--- src/rtl/kwsc_pkg.sv ---
// ----------------------------------------------------------------------------
// kwsc_pkg: shared constants and types of the keyword substitution cipher
// ASCII codes, action codes and the controller/datapath command and status.
// ----------------------------------------------------------------------------
package kwsc_pkg;

  localparam int unsigned AlphaSize = 26;
  localparam int unsigned LetterW   = 5;

  localparam logic [LetterW-1:0] LastLetter = LetterW'(AlphaSize - 1);

  localparam logic [7:0] CharUpperA = 8'h41;
  localparam logic [7:0] CharUpperZ = 8'h5a;
  localparam logic [7:0] CharLowerA = 8'h61;
  localparam logic [7:0] CharLowerZ = 8'h7a;
  localparam logic [7:0] CharSpace  = 8'h20;
  localparam logic [7:0] CharNone   = 8'h00;

  localparam logic [1:0] ActKey     = 2'd0;
  localparam logic [1:0] ActFinish  = 2'd1;
  localparam logic [1:0] ActEncrypt = 2'd2;

  typedef struct packed {
    logic key_put;     // add the accepted key letter
    logic fill_start;  // start the finish walk over the alphabet
    logic fill_step;   // one letter of the finish walk
    logic enc_load;    // capture the accepted encrypt word, read the table
    logic out_load;    // load the result register
  } ctrl_cmd_t;

  typedef struct packed {
    logic key_ready;
    logic walk_last;
  } dpath_sts_t;

endpackage

--- src/rtl/kwsc_dpath.sv ---
// ----------------------------------------------------------------------------
// kwsc_dpath: key store and encryption datapath
// Cipher table, used-letter mask, fill count, finish walk and result register.
// ----------------------------------------------------------------------------
module kwsc_dpath import kwsc_pkg::*; (
  input  logic             clk_i,
  input  logic             rst_ni,
  input  ctrl_cmd_t        cmd_i,
  input  logic [7:0]       char_code_i,
  output dpath_sts_t       sts_o,
  output logic [7:0]       cipher_char_o,
  output logic             error_o
);

  logic [LetterW-1:0]   table_q [AlphaSize];
  logic [AlphaSize-1:0] used_q, used_d;
  logic [LetterW-1:0]   fill_q, fill_d;
  logic [LetterW-1:0]   walk_q, walk_d;
  logic                 ready_q, ready_d;

  logic [LetterW-1:0]   rd_q;
  logic                 lower_q, space_q, kready_q;
  logic [7:0]           cipher_q;
  logic                 error_q;

  logic                 wr_en;
  logic [LetterW-1:0]   wr_addr, wr_data;

  logic                 is_upper, is_lower;
  logic [7:0]           up_off, lo_off;
  logic [LetterW-1:0]   up_idx, lo_idx;
  logic [AlphaSize-1:0] used_base;
  logic [LetterW-1:0]   fill_base;

  assign is_upper  = (char_code_i >= CharUpperA) && (char_code_i <= CharUpperZ);
  assign is_lower  = (char_code_i >= CharLowerA) && (char_code_i <= CharLowerZ);
  assign up_off    = char_code_i - CharUpperA;
  assign lo_off    = char_code_i - CharLowerA;
  assign up_idx    = up_off[LetterW-1:0];
  assign lo_idx    = lo_off[LetterW-1:0];
  // a key letter after a finished key starts a fresh key
  assign used_base = ready_q ? '0 : used_q;
  assign fill_base = ready_q ? '0 : fill_q;

  always_comb begin
    used_d  = used_q;
    fill_d  = fill_q;
    walk_d  = walk_q;
    ready_d = ready_q;
    wr_en   = 1'b0;
    wr_addr = fill_q;
    wr_data = walk_q;
    if (cmd_i.key_put && is_upper) begin
      ready_d = 1'b0;
      used_d  = used_base;
      fill_d  = fill_base;
      if (!used_base[up_idx]) begin
        wr_en   = 1'b1;
        wr_addr = fill_base;
        wr_data = up_idx;
        used_d  = used_base | (AlphaSize'(1) << up_idx);
        fill_d  = fill_base + LetterW'(1);
      end
    end
    if (cmd_i.fill_start) begin
      walk_d = '0;
    end
    if (cmd_i.fill_step) begin
      if (!used_q[walk_q]) begin
        wr_en  = 1'b1;
        used_d = used_q | (AlphaSize'(1) << walk_q);
        fill_d = fill_q + LetterW'(1);
      end
      walk_d = walk_q + LetterW'(1);
      if (walk_q == LastLetter) begin
        ready_d = 1'b1;
      end
    end
  end

  always_ff @(posedge clk_i or negedge rst_ni) begin
    if (!rst_ni) begin
      used_q  <= '0;
      fill_q  <= '0;
      walk_q  <= '0;
      ready_q <= 1'b0;
    end else begin
      used_q  <= used_d;
      fill_q  <= fill_d;
      walk_q  <= walk_d;
      ready_q <= ready_d;
    end
  end

  // table: one write port, one registered read port
  always_ff @(posedge clk_i) begin
    if (wr_en) begin
      table_q[wr_addr] <= wr_data;
    end
  end

  always_ff @(posedge clk_i) begin
    if (cmd_i.enc_load && is_lower) begin
      rd_q <= table_q[lo_idx];
    end
  end

  always_ff @(posedge clk_i) begin
    if (cmd_i.enc_load) begin
      lower_q  <= is_lower;
      space_q  <= (char_code_i == CharSpace);
      kready_q <= ready_q;
    end
    if (cmd_i.out_load) begin
      if (kready_q && lower_q) begin
        cipher_q <= CharUpperA + 8'(rd_q);
        error_q  <= 1'b0;
      end else if (kready_q && space_q) begin
        cipher_q <= CharSpace;
        error_q  <= 1'b0;
      end else begin
        cipher_q <= CharNone;
        error_q  <= 1'b1;
      end
    end
  end

  assign sts_o.key_ready = ready_q;
  assign sts_o.walk_last = (walk_q == LastLetter);
  assign cipher_char_o   = cipher_q;
  assign error_o         = error_q;

endmodule

--- src/rtl/kwsc_ctrl.sv ---
// ----------------------------------------------------------------------------
// kwsc_ctrl: sequencing controller
// Decodes accepted words, runs the finish walk and owns the output valid.
// ----------------------------------------------------------------------------
module kwsc_ctrl import kwsc_pkg::*; (
  input  logic        clk_i,
  input  logic        rst_ni,
  input  logic        in_valid_i,
  output logic        in_ready_o,
  input  logic [1:0]  action_i,
  output logic        out_valid_o,
  input  logic        out_ready_i,
  input  dpath_sts_t  sts_i,
  output ctrl_cmd_t   cmd_o
);

  localparam logic [1:0] StIdle = 2'd0;
  localparam logic [1:0] StFill = 2'd1;
  localparam logic [1:0] StResp = 2'd2;

  logic [1:0] state_q, state_d;
  logic       out_valid_q, out_valid_d;
  logic       accept;

  assign in_ready_o = (state_q == StIdle);
  assign accept     = in_valid_i && in_ready_o;

  always_comb begin
    state_d = state_q;
    cmd_o   = '0;
    unique case (state_q)
      StIdle: begin
        if (accept) begin
          unique case (action_i)
            ActKey:     cmd_o.key_put = 1'b1;
            ActFinish: begin
              if (!sts_i.key_ready) begin
                cmd_o.fill_start = 1'b1;
                state_d          = StFill;
              end
            end
            ActEncrypt: begin
              cmd_o.enc_load = 1'b1;
              state_d        = StResp;
            end
            default: ;
          endcase
        end
      end
      StFill: begin
        cmd_o.fill_step = 1'b1;
        if (sts_i.walk_last) begin
          state_d = StIdle;
        end
      end
      StResp: begin
        if (!out_valid_q || out_ready_i) begin
          cmd_o.out_load = 1'b1;
          state_d        = StIdle;
        end
      end
      default: state_d = StIdle;
    endcase
  end

  always_comb begin
    out_valid_d = out_valid_q;
    if (cmd_o.out_load) begin
      out_valid_d = 1'b1;
    end else if (out_ready_i) begin
      out_valid_d = 1'b0;
    end
  end

  always_ff @(posedge clk_i or negedge rst_ni) begin
    if (!rst_ni) begin
      state_q     <= StIdle;
      out_valid_q <= 1'b0;
    end else begin
      state_q     <= state_d;
      out_valid_q <= out_valid_d;
    end
  end

  assign out_valid_o = out_valid_q;

endmodule

--- src/rtl/keyword_substitution_cipher_core.sv ---
// ----------------------------------------------------------------------------
// keyword_substitution_cipher_core: keyword substitution key builder and cipher
// Key letter word: taken while idle. Finish word on an unfinished key: a table
// walk over the alphabet. Encrypt word: table read registered on accept, result
// register loaded once the output is free, and only then is the next word taken.
// Reset clears the key state (no key ready); the table holds no reset value
// and needs no clearing pass: a read result is used only with a finished key, and finishing writes every entry.
// ----------------------------------------------------------------------------
module keyword_substitution_cipher_core import kwsc_pkg::*; (
  input  logic       clk_i,
  input  logic       rst_ni,
  // input word
  input  logic       in_valid_i,
  output logic       in_ready_o,
  input  logic [1:0] action_i,
  input  logic [7:0] char_code_i,
  // result word
  output logic       out_valid_o,
  input  logic       out_ready_i,
  output logic [7:0] cipher_char_o,
  output logic       error_o
);

  ctrl_cmd_t  cmd;
  dpath_sts_t sts;

  // Controller: word decode, 26-step finish walk, result handoff.
  kwsc_ctrl u_ctrl (
    .clk_i       (clk_i),
    .rst_ni      (rst_ni),
    .in_valid_i  (in_valid_i),
    .in_ready_o  (in_ready_o),
    .action_i    (action_i),
    .out_valid_o (out_valid_o),
    .out_ready_i (out_ready_i),
    .sts_i       (sts),
    .cmd_o       (cmd)
  );

  // Datapath: cipher table, used mask, fill count, result register.
  kwsc_dpath u_dpath (
    .clk_i         (clk_i),
    .rst_ni        (rst_ni),
    .cmd_i         (cmd),
    .char_code_i   (char_code_i),
    .sts_o         (sts),
    .cipher_char_o (cipher_char_o),
    .error_o       (error_o)
  );

  // ---- assertions ----
  logic in_acc;
  assign in_acc = in_valid_i && in_ready_o;

  // an encrypt word holds off the next word until its result is loaded
  a_enc_busy: assert property (@(posedge clk_i) disable iff (!rst_ni)
    (in_acc && action_i == ActEncrypt) |=> !in_ready_o)
    else $error("input taken right after an encrypt word");

  // a finish on an unfinished key starts the walk
  a_fill_busy: assert property (@(posedge clk_i) disable iff (!rst_ni)
    (in_acc && action_i == ActFinish && !sts.key_ready) |=> !in_ready_o)
    else $error("finish walk did not start");

  // an error result carries a zero character
  a_err_zero: assert property (@(posedge clk_i) disable iff (!rst_ni)
    (out_valid_o && error_o) |-> (cipher_char_o == CharNone))
    else $error("error result with nonzero character");

  // a good result is an uppercase letter or a space
  a_good_char: assert property (@(posedge clk_i) disable iff (!rst_ni)
    (out_valid_o && !error_o) |->
      ((cipher_char_o == CharSpace) ||
       ((cipher_char_o >= CharUpperA) && (cipher_char_o <= CharUpperZ))))
    else $error("good result outside cipher alphabet");

endmodule
--- config.mk ---
export PLATFORM = sky130hd
export DESIGN_NAME = keyword_substitution_cipher_core
export DESIGN_NICKNAME = d
export VERILOG_FILES = /design/src/rtl/kwsc_pkg.sv /design/src/rtl/kwsc_dpath.sv /design/src/rtl/kwsc_ctrl.sv /design/src/rtl/keyword_substitution_cipher_core.sv
export SDC_FILE = /design/constraint.sdc
export NUM_CORES = 1
export LEC_CHECK = 0
export BUFFER_PORTS_ARGS = -buffer_cell sky130_fd_sc_hd__clkbuf_2
export CAP_MARGIN = 20
export CORE_MARGIN = 5
export CORE_UTILIZATION = 55
export CTS_CLUSTER_SIZE = 20
export DETAILED_ROUTE_END_ITERATION = 7
export PLACE_DENSITY = 0.82
export SYNTH_ARGS = -nofsm -noshare
export SYNTH_HDL_FRONTEND = slang
export SYNTH_SLANG_ARGS = --single-unit
--- constraint.sdc ---
create_clock -name clk_i -period 6.2 [get_ports clk_i]
set_clock_uncertainty 0.15 [all_clocks]
set_input_delay 0.31 -clock clk_i [delete_from_list [all_inputs] [get_ports clk_i]]
set_output_delay 0.31 -clock clk_i [all_outputs]
set_load 0.02 [all_outputs]
# Word level (Yosys, flattened, before mapping)
# Memories as Yosys holds them, arrays and structs flattened. A register that Yosys moved wholly into a read port is not among the register bits.
# Index checks and enable logic that the tools add are counted.
[word_totals] out_inout_bits=11 inputBits=14 wordCells=104 regBits=52 memories=1 ram_bits=130
[classes] n_shift=2 magnitude_cmp=6 bitwise=2 muxes=51 add_sub_neg=6 reduce_logical=14 n_eq_ne=11
[memory_table] name="u_dpath.table_q" depth=26 word_bits=5 rd=1 rd_ports_with_merged_regs=1 write_ports=1 line="kwsc_dpath.sv:15" rtl="logic [LetterW-1:0] table_q [AlphaSize];"
[ops] cell="2-to-1 mux 26 bit" count=5
[ops] cell="2-to-1 mux 5 bit" count=11
[ops] cell="bitwise OR 26 bit" count=2
[ops] cell="<< shifter 1 x 5 -> 26 bit (first input constant)" count=2
[ops] cell="2-to-1 mux 1 bit" count=23
[ops] cell=">= comparator 8 x 7 -> 1 bit (second input constant)" count=2
[ops] cell="<= comparator 8 x 7 -> 1 bit (second input constant)" count=2
[ops] cell="adder 5 x 1 -> 5 bit (second input constant)" count=3
[ops] cell="< comparator 5 x 6 -> 1 bit (second input constant)" count=2
[ops] cell="2-to-1 mux 2 bit" count=6
[ops] cell="binary-select mux 1 bit (select 5 bit)" count=2
[ops] cell="subtractor 5 x 1 -> 5 bit (second input constant)" count=2
[ops] cell="adder 7 x 5 -> 8 bit (first input constant)" count=1
[ops] cell="== test 8 x 6 -> 1 bit (second input constant)" count=1
[ops] cell="2-to-1 mux 8 bit" count=1
[ops] cell="logical AND 1 bit" count=7
[ops] cell="2-to-1 mux 6 bit" count=1
[ops] cell="inequality test 3 bit (second input constant)" count=2
[ops] cell="case mux 2 bit (3 select lines)" count=1
[ops] cell="== test 5 bit (second input constant)" count=1
[ops] cell="AND reduction 5 bit" count=1
[ops] cell="== test 2 x 1 -> 1 bit (second input constant)" count=2
[ops] cell="== test 2 bit (second input constant)" count=2
[ops] cell="zero test 2 bit" count=2
[ops] cell="other kinds (6)" count=8

# Depth between registers and ports, before layout
# Gate-level depths: netlist of the first run.
[logic_depth] ltp_word=10 depth_mapped=11 mapped_depth_nobuf=9

# By module
# From an unflattened synthesis of the first run, not the netlist that was laid out.
[unflattened] cells_unflattened=610 hier_area_um2=8883.5
[modules_own_cells] module="kwsc_dpath" seq_area_each_um2=5310.1 n_inst=1 cells_each=589 area_each_um2=8687.1
[modules_own_cells] module="kwsc_ctrl" seq_area_each_um2=75.1 n_inst=1 cells_each=21 area_each_um2=196.4

# Least setup slack after synthesis of the first run
# Ideal clock, no wire load.
[synth_timing] kind="input -> register" from="in char_code_i[0]" to="mem u_dpath.table_q[0][4] (data pin)" required_time_ns=5.642 t_arrival_ns=3.140 setup_slack_ns=2.502 cell_stages=9 path_buffers=1 setup_ns=0.408 cell_sequence="inv_1 -> ha_1 -> ha_1 -> clkbuf_1 -> nor2_1 -> a22oi_1 -> nand3_1 -> a32o_2 -> o21ai_0"
[synth_between] elab_chain_cells=5 word_cells_on_any_way=9 classes_between="add/sub (1); order compare (2); mux (4); reduce/logical (2)"
[synth_rtl] item="start, declared" line="keyword_substitution_cipher_core.sv:16" rtl="input logic [7:0] char_code_i,"
[synth_rtl] item="subtractor 5 x 1 -> 5 bit" line="kwsc_dpath.sv:37" rtl="assign up_off = char_code_i - CharUpperA;"
[synth_rtl] item="binary-select mux 1 bit (select 5 bit)" line="kwsc_dpath.sv:57" rtl="if (!used_base[up_idx]) begin"
[synth_rtl] item="2-to-1 mux 1 bit (not written as such)" line="kwsc_dpath.sv:57"
[synth_rtl] item="2-to-1 mux 5 bit" line="kwsc_dpath.sv:57"
[synth_rtl] item="2-to-1 mux 5 bit (*)" line="kwsc_dpath.sv:53" rtl="if (cmd_i.key_put && is_upper) begin"
[synth_rtl] item="via u_dpath.wr_data[4]" line="kwsc_dpath.sv:27" rtl="logic [LetterW-1:0] wr_addr, wr_data;"
[synth_rtl] item="end, declared" line="kwsc_dpath.sv:15"
# Mark *: on every way through the listed nets, which the timed path passes. The rest lies on a longest branch. The select of a mux whose other input is x is not followed.

# Worst setup path after layout of the first run
[layout_timing] from="in char_code_i[1]" to="mem u_dpath.table_q[25][0], enable pin"
[layout_between] elab_chain_cells=9 word_cells_on_any_way=15 classes_between="add/sub (1); order compare (2); mux (10); reduce/logical (2)"
[layout_rtl] item="subtractor 5 x 1 -> 5 bit" line="kwsc_dpath.sv:37"
[layout_rtl] item="binary-select mux 1 bit (select 5 bit)" line="kwsc_dpath.sv:57"
[layout_rtl] item="2-to-1 mux 1 bit (not written as such)" line="kwsc_dpath.sv:57"
[layout_rtl] item="2-to-1 mux 1 bit" line="kwsc_dpath.sv:57"
[layout_rtl] item="2-to-1 mux 1 bit" line="kwsc_dpath.sv:53"
[layout_rtl] item="2-to-1 mux 1 bit" line="kwsc_dpath.sv:69" rtl="if (!used_q[walk_q]) begin"
[layout_rtl] item="2-to-1 mux 1 bit" line="kwsc_dpath.sv:68" rtl="if (cmd_i.fill_step) begin"
[layout_rtl] item="2-to-1 mux 1 bit" line="kwsc_dpath.sv:97" rtl="if (wr_en) begin"
[layout_rtl] item="2-to-1 mux 1 bit (not written as such)" line="kwsc_dpath.sv:98" rtl="table_q[wr_addr] <= wr_data;"
# Several ways; a longest one is shown, not always the timed one. The select of a mux whose other input is x is not followed.

==> flow_summary.json, run 1 <==
{
  "status": "completed",
  "synth_nets": 687,
  "first_pass_iters": 6,
  "synth_mux_area_share_pct": 13.1,
  "pre_cts_ws_ns": 1.38,
  "die_area_um2": 18900,
  "synth_top_family_by_area": "multiplexers",
  "yosys-top-cells-area": "edfxtp_1 (49%), dfrtp_1 (11%), mux4_2 (9.6%)",
  "crit_family": "adder cells",
  "postRouteAntennaNets": 0,
  "wl_per_cell_um": 23.8,
  "ctsHoldBuffers": 1,
  "ys_async_sr_fraction_pct": 21.5,
  "holdCritPathClass": "primary input to flip-flop",
  "synth_edf_count": 146,
  "final_area_um2": 9810,
  "critical_path.slowest_cell": "ha_1",
  "cts_tree": "yes",
  "areaGrowthSynthToFinish_pct": 9.76,
  "rows": 46,
  "tightest_slew_ns": 0.944,
  "place_area_um2": 9230,
  "grt_pass1_vias": 5843,
  "synth_cell_types": 63,
  "fillers": 1135,
  "coreArea_um2": 15900,
  "crit_required_ns": 6.11,
  "post-cts-setup-buffers": 0,
  "finalHoldViolCount": 0,
  "grt_first_pass_wirelength_um": 33200,
  "cts_num_sinks": 186,
  "cp_slowest_stage_delay_ns": 0.93,
  "cp_max_fo": 25,
  "synthXorXnorAreaFrac_pct": 0.882,
  "cts_resized": 0,
  "drc": 0,
  "ys_seq_elements": 186,
  "ys_warn_count": 0,
  "grt_usage_pct": 23.8,
  "antenna_cells": 0,
  "finalSetupTns_ns": 0,
  "cp_num_buf_inv": 3,
  "clock-root-buffer": "clkbuf_16",
  "setup-violations-final": 0,
  "holdWs_ns": 0.0428,
  "die-height_um": 137,
  "totalWireLength_um": 21400,
  "drt_iter0_markers": 815,
  "grt_overflow": 0,
  "die_w_um": 137,
  "nNetsFinal": 702,
  "synth_area_um2": 8940,
  "relSlewSlack_pct": 36.5,
  "cp.depth": 11,
  "path_common_cell": "ha_1",
  "post_synth_inst_count": 654,
  "viasPerCell": 6.68,
  "end_kind": "flip-flop",
  "grt_max_degree": 51,
  "synthSimpleGateAreaFrac_pct": 11.0,
  "crit_chain": "clkbuf_2 -> inv_1 -> ha_1 -> ha_1 -> mux4_2 -> mux2_2 -> a221oi_4 -> a32o_2 -> a21oi_2 -> buf_4 -> nor4_1",
  "seq_area_frac_synth_pct": 60.3,
  "power_w": 0.00399,
  "p_leak_nw": 3.40,
  "timing.max_cap.violations": 0,
  "synthFlopType": "edfxtp_1",
  "gp_congestion": 0.920,
  "synth_top_area_share_pct": 49.1,
  "drv_slew": 0,
  "avgSynthCellArea_um2": 13.7,
  "port_buffers": 23,
  "synth-compound-area-share_pct": 9.48,
  "rr_worst_depth": 7,
  "drive_gt1_share_pct": 17.7,
  "clk_latency_ns": 0.44,
  "initial_utilization_pct": 56.3,
  "pwr_density_cell_nw_per_um2": 407,
  "worstPathArrival_ns": 4.29,
  "whs_path_depth": 3,
  "via_count": 5996,
  "clkTransAtPathRegs_ns": 0.07,
  "min_period_ns": 4.39,
  "start_kind": "primary input",
  "cts_buffers": 17,
  "finalCritPeriodShare_pct": 70.7,
  "synth_largest_area_cell": "edfxtp_1",
  "fmax_ghz": 0.228,
  "fin_ws_ns": 1.81,
  "io_pins": 25,
  "criticalPathCategory": "primary input to flip-flop",
  "synthAdderAreaFrac_pct": 2.66,
  "rsz0062_at_grt": "false",
  "cts_max_path_buffers": 2,
  "ir_drop_uv": 262,
  "hpwl_um": 13800,
  "worst-r2r-setup-slack_ns": 2.08,
  "antenna_found_initial": 0,
  "cts_htree_levels": 4
}
## sequential cells by signal (all words and copies together) (netlist names)
name	flops
u_dpath.fill_q	5
u_dpath.used_q	26
u_ctrl.state_q	2
u_dpath.ready_q	1
u_dpath.table_q	130
u_dpath.cipher_char_o	7
u_dpath.error_o	1
u_dpath.walk_q	5
u_dpath.rd_q	5
u_ctrl.out_valid_o	1
u_dpath.lower_q	1
u_dpath.space_q	1
u_dpath.kready_q	1
## worst paths after layout
path                                          from                      to
worst min-delay path                   out_ready_i      u_ctrl.out_valid_o
worst max-delay path                char_code_i[1]  u_dpath.table_q[25][0]
worst min register to register  u_dpath.used_q[13]      u_dpath.used_q[13]
worst max register to register   u_dpath.walk_q[1]  u_dpath.table_q[25][0]
min in group asynchronous                   rst_ni       u_dpath.fill_q[4]
max in group asynchronous                   rst_ni      u_ctrl.out_valid_o
## report_power, final
group          total, W  internal, W  switching [W]
registers       0.00185      0.00162       0.000236
logic           0.00114     0.000404       0.000735
clock network   0.00100     0.000523       0.000477
## worst register-to-register path: cells and delay by family (launching register included)
kind            cells  cell delay, ns
compound gates      2            0.28
simple gates        3            1.58
buf+inv             1            0.26
flops               1            0.87
mux                 1            0.60
## routing by layer
| layer | up-vias | wire (um) | GRT usage, % |
|---|---|---|---|
| li1 | 2577 | - | - |
| met1 | 2929 | 8200 | 31.6 |
| met2 | 428 | 10200 | 38.3 |
| met3 | 62 | 2220 | 5.66 |
| met4 | 0 | 740 | 9.15 |
| met5 | - | 0 | 0 |
## cell usage in the layout (no fill, tap or decap), drive strengths merged, types with 7 or more instances in the layout
cell / netlist / routed
a21oi: 17 / 17
mux2i: 24 / 24
o221ai: 8 / 8
a31oi: 7 / 7
nand2b: 13 / 13
ha: 19 / 19
nor2: 31 / 31
mux4: 38 / 38
clkbuf: 21 / 42
buf: 18 / 11
nand3: 28 / 28
inv: 16 / 19
edfxtp: 146 / 146
dfrtp: 40 / 40
o21ai: 32 / 32
nor3: 24 / 24
mux2: 7 / 7
o22ai: 13 / 13
o21a: 7 / 7
nor2b: 15 / 15
nand2: 48 / 48
## layout make-up
type | count | area [um2] | share of cell area, %
well taps | 216 | 270 | 2.76
inverters | 16 | 60.1 | 0.612
clock buffers | 19 | 433 | 4.41
repair buffers | 35 | 220 | 2.24
flip-flops and latches | 186 | 5390 | 54.9
clock inverters | 13 | 116 | 1.19
multi-input cells | 413 | 3320 | 33.9
## Yosys cell counts (all sizes together), types with 4 or more instances
cell type / number
buf: 18
o221ai: 8
a31oi: 7
o21a: 7
mux2i: 24
a22oi: 4
nand3: 28
or3: 5
nand2b: 13
nand2: 48
xor2: 4
mux2: 7
inv: 16
clkbuf: 21
nor4: 6
ha: 19
a21oi: 17
edfxtp: 146
nor3b: 6
dfrtp: 40
o22ai: 13
nor3: 24
xnor2: 5
or2: 5
o21ai: 32
mux4: 38
a32oi: 6
nor2b: 15
a2bb2oi: 4
and3: 5
nor2: 31
## cell families after synthesis
kind of cell | after synthesis
xor gates and xnor gates | 9
other | 1
muxes | 69
AOI/OAI and AO/OA | 119
adders and majority gates | 19
DFF | 186
and+or+nand+nor | 196
buffers and inverters | 55
## per-stage QoR
step,util (%),cells
final,61.8,898
after global routing,61.8,898
after CTS,61.6,897
after detailed placement,58.1,864
after global placement,58.1,864
after floorplan,-,654
Note: power is estimated with default switching activity, not from simulation.
==> run 2: changes to the inputs <==
clock period = 4.3 ns   (was 6.2 ns; I/O delays follow)
==> run 2 against run 1 <==
Wire length up 2.6%. Highest routed layer unchanged. Worst hold slack improved by 0.028 ns. Largest cell class unchanged. Sequential share of layout area down 0.69 points. Cell area is 1.3% higher. Largest power group unchanged. Via count up 1.1%. Register-to-register slack got worse by 1.3 ns. Utilization grew 0.79 points. Non-clock buffer count rose by 10. Combinational power rose by 50%. Sequential cell count is the same.
==> flow_summary.json, run 2 (synthesized netlist as in run 1, its figures left out) <==
{
  "fin_util_pct": 62.5,
  "criticalPathCategory": "primary input to flip-flop",
  "timing.max_cap.violations": 0,
  "postRouteAntennaNets": 0,
  "grt_usage_pct": 24.4,
  "crit_start": "char_code_i[1]",
  "die-height_um": 137,
  "power.internal_w": 0.00376,
  "tightest_slew_ns": 0.889,
  "fillers": 1130,
  "clk_latency_ns": 0.44,
  "rsz0062_at_grt": "false",
  "totalWireLength_um": 21900,
  "top_register": "u_dpath.table_q",
  "pwr_density_cell_nw_per_um2": 597,
  "finalCritPeriodShare_pct": 82.8,
  "grt_pass1_vias": 5980,
  "layout_common_cells": "edfxtp_1 (146), nand2_1 (48), dfrtp_1 (40), mux4_2 (38), nor2_1 (31)",
  "cts_num_sinks": 186,
  "dr_wl_met3_um": 2350,
  "die_w_um": 137,
  "areaGrowthSynthToFinish_pct": 11.2,
  "critical_path.slowest_cell": "nor3b_1",
  "cts_max_path_buffers": 2,
  "setup-violations-final": 0,
  "finalSetupTns_ns": 0,
  "start_kind": "primary input",
  "first_pass_iters": 5,
  "layout_commonest_cell": "edfxtp_1",
  "clock-root-buffer": "clkbuf_16",
  "gp_congestion": 0.958,
  "biggestRegsByFlops": "u_dpath.table_q: 130 flops, u_dpath.used_q: 26 flops, u_dpath.cipher_char_o: 7 flops",
  "worstPathArrival_ns": 3.48,
  "drt_iter0_markers": 993,
  "largest_reg_flops": 130,
  "drv_slew": 0,
  "drc": 0,
  "drive_gt1_share_pct": 19.1,
  "die_area_um2": 18900,
  "finalHoldViolCount": 0,
  "relSlewSlack_pct": 40.8,
  "p_comb_share_pct": 28.8,
  "cts_buffers": 17,
  "port_buffers": 23,
  "cp_slowest_stage_delay_ns": 0.66,
  "fmax_ghz": 0.281,
  "end_kind": "flip-flop",
  "cts_htree_levels": 4,
  "grt_max_degree": 50,
  "crit_required_ns": 4.22,
  "highest_layer": "met4",
  "wl_met2_um": 10600,
  "grt_first_pass_wirelength_um": 34300,
  "crit_chain": "clkbuf_2 -> inv_1 -> ha_1 -> ha_1 -> mux4_2 -> mux2_2 -> a221oi_4 -> a32o_2 -> a21oi_2 -> buf_4 -> nor3b_1",
  "ir_drop_uv": 386,
  "viasPerCell": 6.67,
  "met1Wirelength_um": 8230,
  "min_period_ns": 3.56,
  "initial_utilization_pct": 56.3,
  "antenna_found_initial": 0,
  "swShare_pct": 36.6,
  "hpwl_um": 14100,
  "via_count": 6060,
  "wl_per_cell_um": 24.1,
  "p_leak_nw": 3.48,
  "grt_overflow": 0,
  "cp_max_fo": 12,
  "antenna_cells": 0,
  "io_pins": 25,
  "clockPowerShare_pct": 26.4,
  "clkTransAtPathRegs_ns": 0.08,
  "p_seq_share_pct": 44.8,
  "nNetsFinal": 712,
  "status": "completed",
  "power.switching_w": 0.00217,
  "r2r_start": "u_dpath.used_q[23]",
  "holdWs_ns": 0.0710,
  "coreArea_um2": 15900,
  "rows": 46,
  "holdCritPathClass": "primary input to asynchronous set/reset pin",
  "cts_tree": "yes",
  "post-cts-setup-buffers": 0,
  "path_common_cell": "ha_1"
}
## run 2: stage by stage
step / power (W) / area [um2] / worst slack [ns] / cells
floorplan: 0.00372 / 8940 / 0.697 / 654
CTS: 0.00587 / 9910 / 0.775 / 907
global placement: 0.00425 / 9290 / 0.626 / 872
detailed placement: 0.00430 / 9290 / 0.351 / 872
finish: 0.00593 / 9930 / 0.741 / 908
global route: 0.00615 / 9930 / 0.578 / 908
## run 2: power groups by stage
stage	combinational (W)	clock [W]	sequential [W]
after detailed placement	0.00163	0	0.00267
final	0.00171	0.00157	0.00266
after global placement	0.00159	0	0.00267
after CTS	0.00167	0.00157	0.00264
after global routing	0.00182	0.00165	0.00268
after floorplan	0.00123	0	0.00249
## run 2: worst paths after layout
check | end | slack, ns | cells after the start
setup reg to reg | u_dpath.table_q[3][3] | 0.79 | 7
max in group asynchronous | u_ctrl.out_valid_o | 3.45 | 3
min in group clk_i | u_dpath.space_q | 0.07 | 3
hold reg to reg | u_dpath.used_q[12] | 0.37 | 1
setup / recovery | u_dpath.table_q[3][3] | 0.74 | 11
hold / removal | u_dpath.fill_q[1] | 0.07 | 2
## run 2: what timing repair did
action,4_1_cts,5_1_grt
gates resized for setup,0,0
hold endpoints to repair,43,0
hold buffers,3,0
## run 2: area by class of cell
class	instances	area (um2)	share of cell area, %
Clock inverter	15	169	1.70
Inverter	16	60.1	0.605
Timing Repair Buffer	45	300	3.02
Tap cell	216	270	2.72
Sequential cell	186	5390	54.2
Clock buffer	17	425	4.28
Multi-Input combinational cell	413	3320	33.5
## run 2: metal layers
metal	vias up	GRT usage (%)
met4	0	9.92
met1	2954	32.5
met3	72	5.37
met2	438	39.4
met5	-	0
li1	2596	-
## run 2: worst max-delay path, delay by kind of cell
family	cells	cell delay [ns]
buf+inv	3	0.52
mux	2	0.62
compound gates	3	0.83
fa+ha+maj	2	0.62
simple gates	1	0.66
==> run 3: changes to the inputs <==
ABC_AREA = 1   (was not set)
PLACE_DENSITY = 0.84   (was 0.82)
clock period = 2.9 ns   (was 4.3 ns; I/O delays follow)
==> run 3 against run 2 <==
Worst setup slack worse by 0.50 ns. Cell area is 8.0% higher. Sequential share of layout area is 4.0 points lower. Global-route usage is 1.0 points higher. Wire length is 14% higher. Total power is 48% higher. Largest cell class unchanged.
==> flow_summary.json, run 3 <==
{
  "status": "completed",
  "seq_area_frac_synth_pct": 57.1,
  "synth_area_um2": 9430,
  "grt_first_pass_wirelength_um": 39800,
  "crit_start": "u_dpath.walk_q[3]",
  "setup-violations-final": 0,
  "critical_path.slowest_cell": "dfrtp_1",
  "end_kind": "flip-flop",
  "finalHoldViolCount": 0,
  "synth_nets": 1021,
  "endpoint": "u_dpath.table_q[16][3]",
  "worst-r2r-setup-slack_ns": 0.24,
  "io_pins": 25,
  "grt_pass1_vias": 7608,
  "die_w_um": 141,
  "layout_common_cells": "nor2_1 (157), edfxtp_1 (146), nand2_1 (133), o21ai_0 (106), nand3_1 (104)",
  "tightest_slew_ns": 0.809,
  "yosys-top-cells-area": "edfxtp_1 (47%), dfrtp_1 (11%), nor2_1 (7.3%)",
  "post_synth_inst_count": 988,
  "holdCritPathClass": "primary input to asynchronous set/reset pin",
  "min_period_ns": 2.66,
  "nNetsFinal": 1058,
  "cts_tree": "yes",
  "wl_per_cell_um": 19.8,
  "coreArea_um2": 16700,
  "fmax_ghz": 0.375,
  "synth_largest_area_cell": "edfxtp_1",
  "grt_usage_pct": 25.5,
  "antenna_found_initial": 0,
  "totalWireLength_um": 25000,
  "grt_overflow": 0,
  "criticalPathCategory": "flip-flop to flip-flop",
  "ys_async_sr_fraction_pct": 21.5,
  "ctsHoldBuffers": 8,
  "ys_warn_count": 0,
  "postRouteAntennaNets": 0,
  "rr_worst_depth": 10,
  "drv_slew": 0,
  "synth_cell_types": 48,
  "antenna_cells": 0,
  "post-cts-setup-buffers": 0,
  "die-height_um": 141,
  "cp_slowest_stage_delay_ns": 0.60,
  "viasPerCell": 6.28,
  "cts_max_path_buffers": 2,
  "initial_utilization_pct": 56.5,
  "r2r_start": "u_dpath.walk_q[3]",
  "largest_reg_flops": 130,
  "power_w": 0.00877,
  "timing.max_cap.violations": 0,
  "port_buffers": 23,
  "layout_commonest_cell": "nor2_1",
  "fillers": 1231,
  "ys_top_cells_by_count": "nor2_1 (183), edfxtp_1 (146), nand2_1 (133)",
  "drive_gt1_share_pct": 16.6,
  "avgSynthCellArea_um2": 9.54,
  "worstPathArrival_ns": 2.63,
  "cp_max_fo": 8,
  "top_register": "u_dpath.table_q",
  "relSlewSlack_pct": 45.5,
  "p_leak_nw": 4.09,
  "cts_num_sinks": 186,
  "clk_latency_ns": 0.43,
  "drc": 0,
  "drt_iter0_markers": 1126,
  "ir_drop_uv": 607,
  "ys_seq_elements": 186,
  "crit_chain": "inv_2 -> nor2_2 -> nand2_1 -> nand2_1 -> o21ai_1 -> nand2_2 -> nand2_4 -> nand2_8 -> nand3b_4 -> nor2_2",
  "cts_resized": 0,
  "finalSetupTns_ns": 0,
  "clock-root-buffer": "clkbuf_16",
  "rows": 47,
  "finalCritPeriodShare_pct": 91.9,
  "synthFlopType": "edfxtp_1",
  "gp_congestion": 0.960,
  "grt_max_degree": 71,
  "clkTransAtPathRegs_ns": 0.07,
  "cts_htree_levels": 4,
  "hpwl_um": 16200,
  "cts_buffers": 17,
  "areaGrowthSynthToFinish_pct": 13.9,
  "start_kind": "flip-flop",
  "rsz0062_at_grt": "false",
  "yosysMostFrequentCell": "nor2_1",
  "die_area_um2": 19900,
  "biggestRegsByFlops": "u_dpath.table_q: 130 flops, u_dpath.used_q: 26 flops, u_dpath.cipher_char_o: 7 flops",
  "first_pass_iters": 7,
  "synth_top_area_share_pct": 46.5,
  "r2r-end": "u_dpath.table_q[16][3]",
  "pwr_density_cell_nw_per_um2": 817,
  "crit_required_ns": 2.86,
  "via_count": 7898,
  "synth_edf_count": 146
}
-- run 3: changes by cell type after synthesis, sizes merged, moves of 8 or more --
cell	change
buf	+8
nand3	+78
mux4	-38
inv	+40
nand2b	-13
nor2	+158
o21ai	+82
nand2	+94
clkbuf	+9
nor3	-17
mux2i	-24
nor2b	-15
-- run 3: routing by layer --
metal / track usage, % / vias to the layer above / wire length (um)
li1: - / 3524 / -
met4: 11.9 / 0 / 1010
met2: 39.5 / 588 / 11600
met5: 0 / - / 0
met3: 5.42 / 117 / 2800
met1: 34.6 / 3669 / 9550
-- run 3: worst min-delay path by stage --
stage,endpoint,slack [ns],cells after the start
global placement,u_dpath.used_q[14],0.22,1
global route,u_dpath.lower_q,0.08,3
CTS,u_ctrl.state_q[0],0.04,4
detailed placement,u_dpath.walk_q[0],0.22,1
floorplan,u_ctrl.out_valid_o,-0.30,0
finish,u_dpath.used_q[14],0.04,2
-- run 3: layout make-up --
type / count / area, um2 / share of cell area (%)
clock inverter: 15 / 140 / 1.31
sequential: 186 / 5390 / 50.2
timing repair buffer: 74 / 581 / 5.41
inverter: 57 / 216 / 2.02
multi-input combinational: 689 / 3710 / 34.6
tap: 220 / 275 / 2.56
clock buffer: 17 / 425 / 3.96
-- run 3: where the power goes --
part / internal (W) / switching [W]
clock: 0.00120 / 0.00106
sequential: 0.00333 / 0.000236
combinational: 0.000895 / 0.00205
total: 0.00542 / 0.00335
-- run 3: per-stage QoR --
stage | cell area [um2] | instances | util (%) | setup WS (ns) | hold slack, ns
4_1_cts | 10700 | 1257 | 64.2 | 0.284 | 0.0384
3_5_place_dp | 10100 | 1217 | 60.3 | 0.0584 | 0.219
5_1_grt | 10700 | 1258 | 64.3 | 0.0689 | 0.0794
6_report | 10700 | 1258 | 64.3 | 0.236 | 0.0351
2_1_floorplan | 9610 | 988 | - | 0.0107 | -0.301
3_3_place_gp | 10100 | 1217 | 60.3 | 0.239 | 0.216
-- run 3: kinds of logic (layout without fill, tap and decap cells) --
kind of cell	Yosys count	in the layout	share of synthesized area, %
xor+xnor	9	9	1.19
simple gates	469	469	22.2
compound gates	191	191	11.5
buf+inv	113	163	5.36
fa+ha+maj	19	19	2.52
other cells	1	1	0.0398
flops	186	186	57.1
-- run 3: worst max-delay path, delay by kind of cell (launching register included) --
family / cells / cell delay [ns]
AO/OA/AOI/OAI: 1 / 0.09
AND/OR/NAND/NOR: 8 / 1.35
flip-flops: 1 / 0.60
buffers and inverters: 1 / 0.16
